`config.mk`:
```
export PLATFORM = sky130hd
export DESIGN_NAME = lzwd_ctrl
export DESIGN_NICKNAME = d
export VERILOG_FILES = /design/src/hdl/lzwd_pkg.sv /design/src/hdl/lzwd_ctrl.sv
export SDC_FILE = /design/constraint.sdc
export NUM_CORES = 1
export LEC_CHECK = 0
export ABC_AREA = 1
export BUFFER_PORTS_ARGS = -buffer_cell sky130_fd_sc_hd__buf_2
export CORE_AREA = 4 4 41 43
export DETAILED_ROUTE_END_ITERATION = 8
export DIE_AREA = 0 0 45 47
export GPL_TIMING_DRIVEN = 0
export PLACE_DENSITY = 0.59
export SETUP_SLACK_MARGIN = 0.05
export SLEW_MARGIN = 30
export SYNTH_ARGS = -nofsm -noshare
export SYNTH_HDL_FRONTEND = slang
export SYNTH_SLANG_ARGS = --single-unit
```
`constraint.sdc`:
```
create_clock -name clk -period 1.1 [get_ports clk]
set_input_delay 0.055 -clock clk [delete_from_list [all_inputs] [get_ports clk]]
set_output_delay 0.055 -clock clk [all_outputs]
set_load 0.01 [all_outputs]
```
`src/hdl/lzwd_pkg.sv`:
```
// ----------------------------------------------------------------------------
// lzwd_pkg - shared definitions for the LZ77 window decoder
// Field widths, parameter defaults, item kind codes, controller states and
// the command and status bundles between controller and datapath.
// ----------------------------------------------------------------------------
package lzwd_pkg;

    localparam int WINDOW_DEPTH_DEF = 32768;
    localparam int MAX_COPY_DEF     = 64;

    localparam int CFG_W      = 16;
    localparam int LITERAL_W  = 8;
    localparam int COPY_LEN_W = 7;
    localparam int DISTANCE_W = 15;

    localparam logic [CFG_W-1:0] WINDOW_LEN_RST = 16'd32768;

    localparam logic OP_LITERAL = 1'b0;
    localparam logic OP_PAIR    = 1'b1;

    typedef enum logic [4:0] {
        ST_IDLE = 5'b00001,
        ST_LIT  = 5'b00010,
        ST_PREP = 5'b00100,
        ST_READ = 5'b01000,
        ST_EMIT = 5'b10000
    } state_t;

    typedef struct packed {
        logic accept;     // latch input fields, fix write position
        logic emit_lit;   // store literal, load output register
        logic prep;       // compute copy source position
        logic rd;         // read history at source position
        logic emit_copy;  // store copied byte, load output register
    } cmd_t;

    typedef struct packed {
        logic in_is_pair;
        logic in_zero_len;
        logic out_free;
        logic last_byte;
    } status_t;

endpackage

```
`src/hdl/lzwd_ctrl.sv`:
```
// ----------------------------------------------------------------------------
// lzwd_ctrl - sequencer of the LZ77 window decoder
// One-hot state machine stepping a literal or a copy through the datapath.
// ----------------------------------------------------------------------------
module lzwd_ctrl
    import lzwd_pkg::*;
(
    input  logic    clk,
    input  logic    rst_n,
    input  logic    in_valid,
    output logic    in_stall,
    input  status_t status,
    output cmd_t    cmd
);

    state_t state_reg;
    state_t state_next;

    always_ff @(posedge clk or negedge rst_n)
    begin
        if (!rst_n)
        begin
            state_reg <= ST_IDLE;
        end
        else
        begin
            state_reg <= state_next;
        end
    end

    always_comb
    begin
        state_next = state_reg;
        cmd        = '0;
        in_stall   = 1'b1;
        case (state_reg)
            ST_IDLE:
            begin
                in_stall = 1'b0;
                if (in_valid)
                begin
                    cmd.accept = 1'b1;
                    if (!status.in_is_pair)
                    begin
                        state_next = ST_LIT;
                    end
                    else if (!status.in_zero_len)
                    begin
                        state_next = ST_PREP;
                    end
                end
            end
            ST_LIT:
            begin
                if (status.out_free)
                begin
                    cmd.emit_lit = 1'b1;
                    state_next   = ST_IDLE;
                end
            end
            ST_PREP:
            begin
                cmd.prep   = 1'b1;
                state_next = ST_READ;
            end
            ST_READ:
            begin
                cmd.rd     = 1'b1;
                state_next = ST_EMIT;
            end
            ST_EMIT:
            begin
                if (status.out_free)
                begin
                    cmd.emit_copy = 1'b1;
                    state_next    = status.last_byte ? ST_IDLE : ST_READ;
                end
            end
            default:
            begin
                state_next = ST_IDLE;
            end
        endcase
    end

endmodule

```
After elaboration in Yosys (flattened, before gate mapping)
Index checks and enable logic that the tools add are counted.

Multiplexer cells: 15. Equality and inequality tests: 9. Reduce and logical (&&, ||, !) cells: 1.

Operators by type and width (number): $mux 5 (5); $pmux 5 s5 (1); $mux 1 (8); $ne 2x2->1 const B (3); $eq 5x1->1 const B (1); $eq 5x2->1 const B (1); $eq 5x3->1 const B (1); $eq 5x4->1 const B (1); $eq 5x5->1 const B (1); $mux 4 (1); $reduce_and 4->1 (1); $ne 3x3->1 const B (1).

Output and inout port bits: 6. Register bits: 5. Word-level logic and storage cells: 26.

Logic depth before layout (Yosys ltp)
Gate-level depths: netlist of the first run.

Depth after elaboration: 4. Gate-level depth with buffers: 9. Mapped depth without buffers: 9.

Least setup slack after synthesis of the first run
Ideal clock, no wire load.

Path type: reg-to-reg. Start point: register state_reg[0]. End point: register state_reg[1]. Arrival: 1124 ps. Required time: 1035 ps. Buffers on the path: 0. Setup slack: -89 ps. Cell stages (with the launch flop): 9. Period minus slack after synthesis: 1189 ps. Path through: dfstp_2 inv_2 nor2_2 nand3_4 nor2_4 inv_2 nand2_4 nand2_1 nand2_1.

Longest elaborated chain between the ends: 3. Elaborated cells on any way between the ends: 11. Classes of those cells: eq/ne: 9; mux: 1; reduce/logical: 1.

Ends and longest elaborated chain: start, declared (line lzwd_ctrl.sv:16) `state_t state_reg;`; start signal, assigned (line lzwd_ctrl.sv:27) `state_reg <= state_next;`; $eq 5x1->1, or another cell as far along (line lzwd_ctrl.sv:36) `case (state_reg)`; $ne 3x3->1 (no source line) or $ne 2x2->1 (tied branches); $reduce_and 4->1 (no source line).

Parallel ways exist; a longest one is shown, timed or not. A chain may end at the register's enable or synchronous reset.

==> flow_summary.yaml, run 1 <==
clock_tree:
  cts_tree: "yes"
  cts_buffer_depth: 2
  root_buffer: "clkbuf_4"
  clk_latency_ns: 0.24
  htree_levels: 1
  cts_buffers: 3
  numClockSinks: 5
  cts.clk_slew.worst_paths_ns: 0.05
place:
  gp_congestion: 0.684
  dpl.cell_count: 81
  dpl-instance-area_um2: 470
  place_hpwl_um: 693
  numPortBuffers: 12
floorplanning:
  die_h_um: 47
  die_area_um2: 2120
  start_util_pct: 29.7
  rows: 13
  die_w_um: 45
  core_um2: 1300
  io_pins: 13
timing:
  fin_crit_ns: 1.33
  fin_skew_ns: 0.000539
  clock.fmax_mhz: 750
  finalHoldViolations: 0
  slew_viol_final: 0
  worst_slack_ns: -0.233
  tightest_slew_ns: 0.263
  slew-limit-headroom_pct: 82.4
  rsz0062_at_grt: "true"
  min_period_over_period_pct: 121
  setup_violations: 11
logic_synthesis:
  syn_nets: 61
  ys_ff_latch: 5
  yosysWarnings: 0
  synth.distinct_cells: 18
  syn_inst: 54
  ys_seq_area_share_pct: 32.7
  syn_area_um2: 387
  postSynthAreaPerCell_um2: 7.16
critical_path:
  critical_path_class: "reg2out"
  worstPathMaxFanout: 5
  crit_arrival_ns: 1.28
  endpoint_kind: "output port"
  cp_data_required_time_ns: 1.04
  start_kind: "register"
power:
  p_leak_nw: 0.309
  ir_drop_mv: 1.02
  p_per_area_nw_per_um2: 2500
outcome:
  violations: "setup timing"
  status: "finished with violations"
grt:
  grt-ovfl-total: 0
  track_usage_pct: 10.2
  grt_max_degree: 6
  grt_pass1_vias: 385
  grt_pass1_wl_um: 1550
  antenna_found_initial: 0
layout:
  largest_register_ffs: 5
  regArea_um2: 129
  drive_gt1_share_pct: 55.8
  fillCellCount: 157
  nets: 85
  n_antenna_cell: 0
  multiInputGateArea_um2: 245
  final_util_pct: 44.8
  most-common-layout-cells: "buf_2 (12), nor2_1 (9), nand2_1 (9), inv_1 (8), buf_4 (5)"
  stdcell_count: 92
  area_delta_synth_final_pct: 50.8
  final_common_cell: "buf_2"
  fin_area_um2: 583
min_path:
  min_path_type: "in2reg"
job:
  max-cap-violations: 0
route:
  drtIter0Drc: 4
  wl_per_cell_um: 9.98
  drtPass1Iterations: 4
  vias: 394
  drc: 0
  wirelength_um: 918
  vias_per_cell: 4.28
  drt.antenna.violating_nets: 0
[per-stage QoR]
stage	setup TNS (ns)	setup WS (ns)	total power [mW]	hold slack, ns
final	-1.93	-0.233	1.46	0.0177
after CTS	-1.75	-0.243	1.43	0.0229
after detailed placement	-0.483	-0.145	1.07	-0.122
after floorplan	-0.246	-0.0713	0.895	-0.241
after global placement	-0.382	-0.107	1.05	-0.128
after global routing	-2.88	-0.323	1.60	0.0117
[area by class of cell]
| type | count | area share, % |
|---|---|---|
| multi-input combinational | 37 | 42.1 |
| sequential | 5 | 22.1 |
| timing repair buffer | 19 | 20.4 |
| inverter | 12 | 7.73 |
| clock buffer | 4 | 4.51 |
| tap | 15 | 3.22 |
[where the power goes]
| group | total, mW | switching (mW) | internal, mW | leakage (nW) |
|---|---|---|---|---|
| Clock | 0.214 | 0.0770 | 0.137 | 0.0150 |
| Sequential | 0.359 | 0.0955 | 0.264 | 0.0618 |
| Combinational | 0.886 | 0.500 | 0.387 | 0.232 |
[path summary, 6_finish.rpt]
| path | start | end | slack [ns] | depth (start not counted) |
|---|---|---|---|---|
| max in group asynchronous | rst_n | state_reg[0] | 0.73 | 2 |
| min reg2reg | state_reg[1] | state_reg[1] | 0.61 | 2 |
| min | status[1] | state_reg[4] | 0.02 | 2 |
| max | state_reg[0] | cmd[4] | -0.23 | 5 |
| max reg2reg | state_reg[0] | state_reg[0] | -0.20 | 10 |
| min in group asynchronous | rst_n | state_reg[4] | 0.15 | 2 |
[cells by family after synthesis]
family	Yosys count	synth area share (%)
buf+inv	12	11.6
simple gates	33	50.5
compound gates	4	5.18
flops	5	32.7
[worst max-delay path, cell delays in order, from the launching register on]
cell,delay (ns)
dfstp_2,0.56
inv_2,0.05
nor2_4,0.09
nand3_4,0.10
nor2_1,0.10
buf_2,0.13
[timing repair]
action	CTS	global route
hold endpoints to repair	5	0
hold buffers	1	0
setup buffers	3	3
setup endpoints to repair	11	11
pin swaps	4	7
resized for setup	4	5
[Yosys cell counts]
cell type  number  area share [%]
o21ai_1         2             2.6
nand2_1         9             8.7
nand3_4         1             4.5
nor2_2          2             3.2
dfrtp_1         4              26
nand4_1         1             1.6
nand3_1         1             1.3
inv_1           8             7.8
nand3_2         1             2.6
nand2_2         2             3.2
a21oi_1         2             2.6
nand2_4         1             2.9
dfstp_2         1             6.8
nor2_4          2             5.8
nor3_2          1             2.6
inv_2           4             3.9
nor2_1         11              11
nor4_2          1             3.2
[routing by layer]
| metal | global-route usage (%) | share of wire (%) |
|---|---|---|
| met1 | 11.8 | 43 |
| met2 | 16.7 | 52 |
| met3 | 1.53 | 5.1 |
| met4 | 8.77 | 0 |
| met5 | 0 | 0 |
Note: power is estimated with default switching activity, not from simulation.
==> inputs of run 2 (changes only) <==
- REMOVE_ABC_BUFFERS: unset -> 1
==> run 2 against run 1 <==
  * The flow still finishes with violations (setup timing)
  * Sequential power is 1% higher
  * Utilization is 0.096 points lower
  * Global-route usage is 0.063 points higher
  * Cell count stayed put
  * Clock power hardly changed
  * Largest cell class unchanged
==> flow_summary.yaml, run 2 (same netlist as run 1, synthesis figures left out) <==
timing:
  rsz0062_at_grt: "true"
  clock.fmax_mhz: 746
  slew-limit-headroom_pct: 79.6
  fin_skew_ns: 0.00473
  setup_violations: 11
  tightest_slew_ns: 0.305
  worst_slack_ns: -0.240
  fin_crit_ns: 1.34
  slew_viol_final: 0
  finalHoldViolations: 0
  timing.hold.ws_ns: 0.0179
  min_period_over_period_pct: 122
critical_path:
  r2r-end: "state_reg[1]"
  crit_path_start: "state_reg[0]"
  crit_arrival_ns: 1.29
  r2r-start: "state_reg[0]"
  r2r_cells: 9
  start_kind: "register"
  cp_data_required_time_ns: 1.04
  worstPathMaxFanout: 5
  rrSetupSlack_ns: -0.24
  endpoint_kind: "output port"
  critical_path_class: "reg2out"
route:
  drtPass1Iterations: 2
  wl_met1_um: 343
  wirelength_um: 872
  drtIter0Drc: 2
  wl_met3_um: 43
  highest_layer: "met4"
  drc: 0
  drt.antenna.violating_nets: 0
  vias: 403
  wl_met2_um: 460
  vias_per_cell: 4.38
  wl_per_cell_um: 9.48
min_path:
  min_from: "status[1]"
  min_path_type: "in2reg"
  whs_path_depth: 2
  worstHoldEndpoint: "state_reg[4]"
clock_tree:
  cts_tree: "yes"
  clk_latency_ns: 0.24
  root_buffer: "clkbuf_4"
  cts_buffers: 3
  cts_buffer_depth: 2
  numClockSinks: 5
  htree_levels: 1
  cts.clk_slew.worst_paths_ns: 0.05
layout:
  n_antenna_cell: 0
  fillCellCount: 149
  nets: 85
  final_common_cell: "buf_2"
  largest_register_ffs: 5
  drive_gt1_share_pct: 53.2
  fin_area_um2: 582
  final_util_pct: 44.7
  most-common-layout-cells: "buf_2 (12), nor2_1 (10), nand2_1 (9), inv_1 (8), buf_4 (6)"
  area_delta_synth_final_pct: 50.5
outcome:
  violations: "setup timing"
  status: "finished with violations"
place:
  place_hpwl_um: 698
  numPortBuffers: 12
  gp_congestion: 0.681
  dpl-instance-area_um2: 465
power:
  p_per_area_nw_per_um2: 2630
  p_leak_nw: 0.310
  total_power_mw: 1.53
  ir_drop_mv: 1.14
job:
  max-cap-violations: 0
grt:
  grt-ovfl-total: 0
  grt_pass1_wl_um: 1520
  grt_max_degree: 6
  antenna_found_initial: 0
  track_usage_pct: 10.3
  grt_pass1_vias: 386
floorplanning:
  die_w_um: 45
  core_um2: 1300
  die_area_um2: 2120
  start_util_pct: 29.7
  die_h_um: 47
  rows: 13
  io_pins: 13
## run 2: how the worst max path moves through the flow
stage	endpoint	slack [ns]
floorplan	state_reg[1]	-0.09
global placement	state_reg[1]	-0.12
detailed placement	state_reg[1]	-0.14
CTS	cmd[4]	-0.25
global route	state_reg[1]	-0.33
finish	cmd[4]	-0.24
## run 2: repair_timing
action / 4_1_cts / 5_1_grt
buffers inserted: 4 / 2
hold endpoints to repair: 5 / 0
setup endpoints to repair: 10 / 11
pin swaps: 4 / 1
hold buffers: 1 / 0
resized for setup: 6 / 2
## run 2: critical path: stages, from the launching register on
cell,delay (ns)
dfstp_2,0.57
inv_2,0.05
nor2_4,0.09
nand3_4,0.10
nor2_1,0.10
buf_2,0.13
## run 2: cell type report
type / count / area (µm²) / share of cell area [%]
repair buffers: 19 / 115 / 19.8
clock buffers: 4 / 26.3 / 4.52
multi-input cells: 37 / 248 / 42.6
inverters: 12 / 45.0 / 7.74
flip-flops and latches: 5 / 129 / 22.2
well taps: 15 / 18.8 / 3.23
## run 2: layer usage
metal,vias to the layer above,GRT usage [%]
li1,209,-
met1,181,10.8
met2,9,17.5
met3,4,1.15
met4,0,10.5
met5,-,0
## run 2: report_power, final
part           total, mW  switching (mW)  internal, mW
clock network      0.214          0.0767         0.137
logic              0.954           0.513         0.441
registers          0.364           0.100         0.264
## run 2: stage by stage
step | instances | setup WS, ns | setup TNS (ns)
after floorplan | 54 | -0.0886 | -0.305
after global placement | 81 | -0.124 | -0.445
after detailed placement | 81 | -0.142 | -0.552
after CTS | 90 | -0.248 | -2.18
after global routing | 92 | -0.330 | -2.90
final | 92 | -0.240 | -2.11
==> inputs of run 3 (changes only) <==
- PLACE_DENSITY: 0.59 -> unset
==> run 3 against run 2 <==
  * The run still ends with setup timing left
  * Critical path depth stayed put
  * Critical endpoint unchanged
  * Non-clock buffer count unchanged
  * Clock power barely moved
  * Largest cell class unchanged
==> flow_summary.yaml, run 3 (same netlist as run 1, synthesis figures left out) <==
route:
  vias: 411
  wirelength_um: 941
  vias_per_cell: 4.47
  drtPass1Iterations: 3
  drt.antenna.violating_nets: 0
  wl_per_cell_um: 10.2
  drtIter0Drc: 3
  drc: 0
floorplanning:
  core_um2: 1300
  die_w_um: 45
  rows: 13
  start_util_pct: 29.7
  die_h_um: 47
  die_area_um2: 2120
  io_pins: 13
grt:
  grt-ovfl-total: 0
  grt_pass1_vias: 402
  antenna_found_initial: 0
  grt_max_degree: 6
  grt_pass1_wl_um: 1650
  track_usage_pct: 11.4
layout:
  fin_area_um2: 591
  largest_register_ffs: 5
  final_util_pct: 45.4
  drive_gt1_share_pct: 53.2
  final_common_cell: "buf_2"
  most-common-layout-cells: "buf_2 (12), nor2_1 (9), inv_1 (8), nand2_1 (8)"
  nets: 85
  n_antenna_cell: 0
  area_delta_synth_final_pct: 52.8
job:
  max-cap-violations: 0
critical_path:
  endpoint_kind: "output port"
  cp_data_required_time_ns: 1.04
  crit_arrival_ns: 1.29
  r2r-start: "state_reg[0]"
  start_kind: "register"
  rrSetupSlack_ns: -0.23
  r2r_cells: 9
  critical_path_class: "reg2out"
  worstPathMaxFanout: 4
  r2r-end: "state_reg[1]"
place:
  gp_congestion: 0.682
  dpl-instance-area_um2: 465
  numPortBuffers: 12
  place_hpwl_um: 711
timing:
  slew_viol_final: 0
  slew-limit-headroom_pct: 81.8
  tightest_slew_ns: 0.273
  min_period_over_period_pct: 123
  fin_skew_ns: 0.00340
  fin_crit_ns: 1.35
  finalHoldViolations: 0
  rsz0062_at_grt: "true"
  setup_violations: 10
  clock.fmax_mhz: 742
  worst_slack_ns: -0.248
clock_tree:
  cts_buffers: 3
  cts_tree: "yes"
  cts.clk_slew.worst_paths_ns: 0.05
  clk_latency_ns: 0.24
  htree_levels: 1
  root_buffer: "clkbuf_4"
  numClockSinks: 5
  cts_buffer_depth: 2
power:
  ir_drop_mv: 1.04
  p_per_area_nw_per_um2: 2730
  p_leak_nw: 0.313
min_path:
  whs_path_depth: 3
  min_from: "status[3]"
  worstHoldEndpoint: "state_reg[2]"
  min_path_type: "in2reg"
outcome:
  violations: "setup timing"
  status: "finished with violations"
==> run 3: routing by layer <==
metal	track usage, %	routed length, µm
met2	19.5	516
met1	11.8	371
met5	0	0
met4	10.5	23
met3	2.30	30
==> run 3: repair_timing <==
| action | CTS | global route |
|---|---|---|
| buffers inserted | 3 | 2 |
| pin swaps | 4 | 1 |
| hold buffers | 1 | 1 |
| setup endpoints to repair | 10 | 11 |
| endpoints found under the hold margin | 5 | 1 |
| gates resized for setup | 4 | 4 |
==> run 3: layout make-up <==
| cell class | count | area, µm² |
|---|---|---|
| tap | 15 | 18.8 |
| fill | 137 | 711 |
| multi-input combinational | 37 | 241 |
| sequential | 5 | 129 |
| clock buffer | 4 | 26.3 |
| timing repair buffer | 19 | 130 |
| inverter | 12 | 45.0 |
==> run 3: critical path: stages (launching register included) <==
cell     delay [ns]
dfstp_2        0.57
inv_2          0.05
nor2_4         0.09
nand3_4        0.11
nor2_1         0.10
buf_2          0.14
==> run 3: report_power, final <==
group          internal, mW  switching (mW)  leakage [nW]
combinational         0.496           0.536         0.236
sequential            0.264          0.0975        0.0618
clock                 0.137          0.0786        0.0150
==> run 3: worst max-delay path by stage <==
stage                 startpoint      endpoint
finish              state_reg[0]        cmd[4]
global route        state_reg[0]  state_reg[1]
CTS                 state_reg[0]        cmd[4]
detailed placement  state_reg[0]  state_reg[1]
global placement    state_reg[0]  state_reg[1]
floorplan           state_reg[0]  state_reg[1]
==> run 3: per-stage QoR <==
step / setup TNS, ns / hold WS, ns / total power [mW] / setup slack [ns] / cells
2_1_floorplan: -0.305 / -0.241 / 0.870 / -0.0886 / 54
3_3_place_gp: -0.444 / -0.128 / 1.02 / -0.123 / 81
3_5_place_dp: -0.520 / -0.125 / 1.04 / -0.139 / 81
4_1_cts: -2.05 / 0.00805 / 1.50 / -0.240 / 89
5_1_grt: -2.79 / 0.0659 / 1.76 / -0.325 / 92
6_report: -2.05 / 0.0603 / 1.61 / -0.248 / 92
